--- src/ihl_pkg.sv ---
// shared constants, codes and types for the indexed max-heap leader timer
`timescale 1ns / 1ps
package ihl_pkg;

  // sizes
  localparam int MAX_BINS   = 256;
  localparam int MAX_OWNERS = 1024;
  localparam int BIN_W      = $clog2(MAX_BINS);
  localparam int OWN_W      = $clog2(MAX_OWNERS);
  localparam int CNT_W      = BIN_W + 1;
  localparam int WGT_W      = 32;
  localparam int TIME_W     = 32;
  localparam int BW_W       = WGT_W + OWN_W;
  localparam int OP_W       = 2;
  localparam int ST_W       = 3;
  localparam int ALU_W      = 2;

  // operation codes
  localparam logic [OP_W-1:0] OP_ADD    = 2'd0;
  localparam logic [OP_W-1:0] OP_MOVE   = 2'd1;
  localparam logic [OP_W-1:0] OP_FINISH = 2'd2;
  localparam logic [OP_W-1:0] OP_READ   = 2'd3;

  // status codes
  localparam logic [ST_W-1:0] ST_OK        = 3'd0;
  localparam logic [ST_W-1:0] ST_UNKNOWN   = 3'd1;
  localparam logic [ST_W-1:0] ST_EXISTS    = 3'd2;
  localparam logic [ST_W-1:0] ST_BACKWARDS = 3'd3;
  localparam logic [ST_W-1:0] ST_FULL      = 3'd4;

  // shared unit functions
  localparam logic [ALU_W-1:0] ALU_ADD = 2'd0;
  localparam logic [ALU_W-1:0] ALU_SUB = 2'd1;
  localparam logic [ALU_W-1:0] ALU_SAT = 2'd2;

  // one owner table entry
  typedef struct packed {
    logic              present;
    logic [WGT_W-1:0]  weight;
    logic [BIN_W-1:0]  bin;
  } owner_rec_t;

endpackage

--- src/ihl_alu.sv ---
// shared add, subtract, saturating add and compare unit
`timescale 1ns / 1ps
module ihl_alu (
  input  logic [ihl_pkg::ALU_W-1:0] op,
  input  logic [ihl_pkg::BW_W-1:0]  a,
  input  logic [ihl_pkg::BW_W-1:0]  b,
  output logic [ihl_pkg::BW_W-1:0]  res,
  output logic                      lt
);
  import ihl_pkg::*;

  logic [TIME_W:0] sat_sum;

  // 32-bit sum with carry for saturation
  assign sat_sum = {1'b0, a[TIME_W-1:0]} + {1'b0, b[TIME_W-1:0]};

  always_comb begin
    unique case (op)
      ALU_ADD: res = a + b;
      ALU_SUB: res = a - b;
      ALU_SAT: res = sat_sum[TIME_W] ? BW_W'({TIME_W{1'b1}})
                                     : BW_W'(sat_sum[TIME_W-1:0]);
      default: res = a;
    endcase
  end

  assign lt = a < b;

endmodule

--- config.mk ---
export PLATFORM = sky130hd
export DESIGN_NAME = ihl_alu
export DESIGN_NICKNAME = d
export VERILOG_FILES = /design/src/ihl_pkg.sv /design/src/ihl_alu.sv
export SDC_FILE = /design/constraint.sdc
export NUM_CORES = 1
export LEC_CHECK = 0
export ABC_AREA = 0
export BUFFER_PORTS_ARGS = -buffer_cell sky130_fd_sc_hd__buf_2
export CAP_MARGIN = 15
export CELL_PAD_IN_SITES_DETAIL_PLACEMENT = 0
export CELL_PAD_IN_SITES_GLOBAL_PLACEMENT = 1
export CORE_AREA = 2 2 129 131
export DETAILED_ROUTE_END_ITERATION = 10
export DIE_AREA = 0 0 131 133
export GPL_ROUTABILITY_DRIVEN = 0
export GPL_TIMING_DRIVEN = 0
export PLACE_DENSITY = 0.77
export SKIP_LAST_GASP = 1
export SYNTH_ARGS = -nofsm -noshare
export SYNTH_HDL_FRONTEND = slang
export SYNTH_SLANG_ARGS = --single-unit
--- constraint.sdc ---
create_clock -name vclk -period 4.4
set_clock_uncertainty 0.15 [all_clocks]
set_input_delay 0.88 -clock vclk [all_inputs]
set_output_delay 0.88 -clock vclk [all_outputs]
set_load 0.02 [all_outputs]
==> metrics.txt <==
# Max-Cap Violations 0; initial core utilization approximately a third; register area share after synthesis 0%; worst slew pin tran 0.893 ns; Cell variety after synth 85; Reg power frac 0%; failing checks setup timing; RSZ-0062 raised after global routing yes; Comb power frac 100.0%; final core utilization 51.3%; diode count 0; clkbuf count 0; Syn Nets ~1.1k; Tmin final 4.86 ns; syn_area_per_cell 6.33 µm²; gr usage total 24.3%; WL/cell 17.2 µm; vias per cell 5.64; routed wire length 22,400 µm; crit path kind in2out; fin. max-slew vios 0; via count 7,334; vias in the first global route 6,850; hold_ws 1.96 ns; HPWL Detailed 17,000 µm; worst-path fanout max 3; global-route wire length before repair 34,800 µm; WP data arrival between 3 and 4 ns; sum of negative setup slack -11.50 ns; # IOs around 130; NetSw 0.810 mW; Post-Syn Area 5710 µm²; Ys Warns 0; Core ar. 16,200 µm²; relative slew slack 39.9%; Die H approximately 130 µm; GR Overflow Total 0; Worst setup SP type input port; Routed Antenna Nets 0; post-detailed-route DRC marker count 0; Int Pwr between 0.6 and 0.7 mW; Fin. Hold Viols 0; die area 17,400 µm²; Yosys top cell area share a little under a fifth; DRT iter0 DRCs ~560; Core Rows 47; Area Overhead vs Synth 45.1%; Static Leakage 3.66 nW; Max IR drop VDD 113 µV; CP Data Required Time 3.37 ns; Post-CTS Hold Fix Bufs 0; Reg area 0 µm²; buffers added on ports 128; Seq Cell Count 0; Clk pwr share 0%; fraction of layout cells with a size suffix above 1 between 30% and 40%; final setup margin -0.461 ns; Hold Crit Class in2out; Crit. End Element output pin; dominant cell type by area after synthesis ha_1; status finished with violations; Die W between 100 and 150 µm; Max Clk Rate 206 MHz; Synth Instances ~900; Final Cycle Share 110%; drt first pass iters 5; antenna violations before repair 0; Setup Viol. Count Final 42; sw frac 56.6%; Synth area leaders ha_1 18%, a21oi_1 11%, nor2_1 7.4%; Power per Cell Area 173 nW/µm²; NumNets Final 1,253; largest net degree at the start of global routing 11
## layout make-up
cell class	instances	area, µm²
Buffer	48	317
Inverter	86	340
Timing Repair Buffer	183	1360
Multi-Input combinational cell	763	6000
Fill cell	1635	7880
Tap cell	220	275
## metal layers
metal  wire length [µm]  GRT usage (%)
met5                  0              0
met4                252           3.78
met3               1300           1.50
met2              10400           39.8
met1              10400           35.5
## logic make-up after synthesis
family          count (synthesis)  share of synthesized area [%]
fa+ha+maj                      85                           18.9
simple gates                  290                           24.4
xor+xnor                       40                           6.13
mux                             4                          0.723
buf+inv                       140                           10.5
compound gates                344                           39.4
## cells in the final DEF, fill, tap and decap left out, drive strengths merged, types with 4 or more instances in the layout
cell type / synthesis / layout
o22ai: 5 / 5
clkbuf: 18 / 17
or2: 6 / 6
o31ai: 9 / 9
nand2b: 11 / 11
or4: 4 / 4
xor2: 7 / 7
o221ai: 6 / 6
nand2: 56 / 56
a21o: 25 / 25
or3: 6 / 6
o211ai: 10 / 10
o21ai: 66 / 66
nor4: 15 / 15
xnor2: 33 / 33
o21a: 5 / 5
inv: 86 / 86
nand4: 14 / 14
o21bai: 21 / 21
nand3: 18 / 18
a31oi: 12 / 12
nor2: 113 / 113
ha: 83 / 83
nor3: 17 / 17
buf: 36 / 214
a211oi: 9 / 9
nor2b: 14 / 14
nor3b: 6 / 6
a21oi: 131 / 131
a311oi: 4 / 4
## worst max-delay path, stage by stage
cell and delay, ns:
buf_12 0.11, inv_12 0.04, ha_4 0.13, fa_2 0.19, and2b_2 0.25, o211ai_4 0.23
a31oi_4 0.15, a221oi_2 0.46, o221ai_2 0.21, o221ai_2 0.22, o41a_1 0.28, o21ai_2 0.11
xnor2_1 0.13, o211ai_1 0.24, buf_4 0.19
## timing repair
item / in CTS / in global routing
setup endpoints to repair: 43 / 43
pin swaps: 71 / 40
resized for setup: 178 / 117
gates cloned: 3 / 0
setup buffers: 35 / 21
## power by group through the flow
stage	Sequential [mW]	Combinational [mW]	Clock [mW]
2_1_floorplan	0	0.755	0
3_3_place_gp	0	1.07	0
3_5_place_dp	0	1.06	0
4_1_cts	0	1.27	0
5_1_grt	0	1.54	0
6_report	0	1.43	0
## Yosys cell counts, drive strengths merged, types with 3 or more instances
| library cell | instances |
|---|---|
| a21oi | 131 |
| nor2 | 113 |
| inv | 86 |
| ha | 83 |
| o21ai | 66 |
| nand2 | 56 |
| buf | 36 |
| xnor2 | 33 |
| a21o | 25 |
| o21bai | 21 |
| clkbuf | 18 |
| nand3 | 18 |
| nor3 | 17 |
| nor4 | 15 |
| nand4 | 14 |
| nor2b | 14 |
| a31oi | 12 |
| nand2b | 11 |
| o211ai | 10 |
| a211oi | 9 |
| o31ai | 9 |
| xor2 | 7 |
| nor3b | 6 |
| o221ai | 6 |
| or2 | 6 |
| or3 | 6 |
| o21a | 5 |
| o22ai | 5 |
| a311oi | 4 |
| or4 | 4 |
| a21boi | 3 |
| a22oi | 3 |
| and2 | 3 |
| mux2i | 3 |
| o311ai | 3 |
| o41a | 3 |
## stage by stage
| step | setup WS, ns | total power, mW | std cells | cell area (µm²) |
|---|---|---|---|---|
| after global routing | -0.548 | 1.54 | 1300 | 8290 |
| after floorplan | 0.000276 | 0.755 | 903 | 5740 |
| after detailed placement | -0.743 | 1.06 | 1251 | 6660 |
| after global placement | -0.756 | 1.07 | 1251 | 6660 |
| final | -0.461 | 1.43 | 1300 | 8290 |
| after CTS | -0.440 | 1.27 | 1286 | 7700 |
## worst paths after layout
kind	endpoint	start	cells past startpoint	slack, ns
hold / removal	res[33]	a[33]	4	1.96
setup / recovery	res[38]	a[0]	15	-0.46
Power figures use the tool's default switching activity.
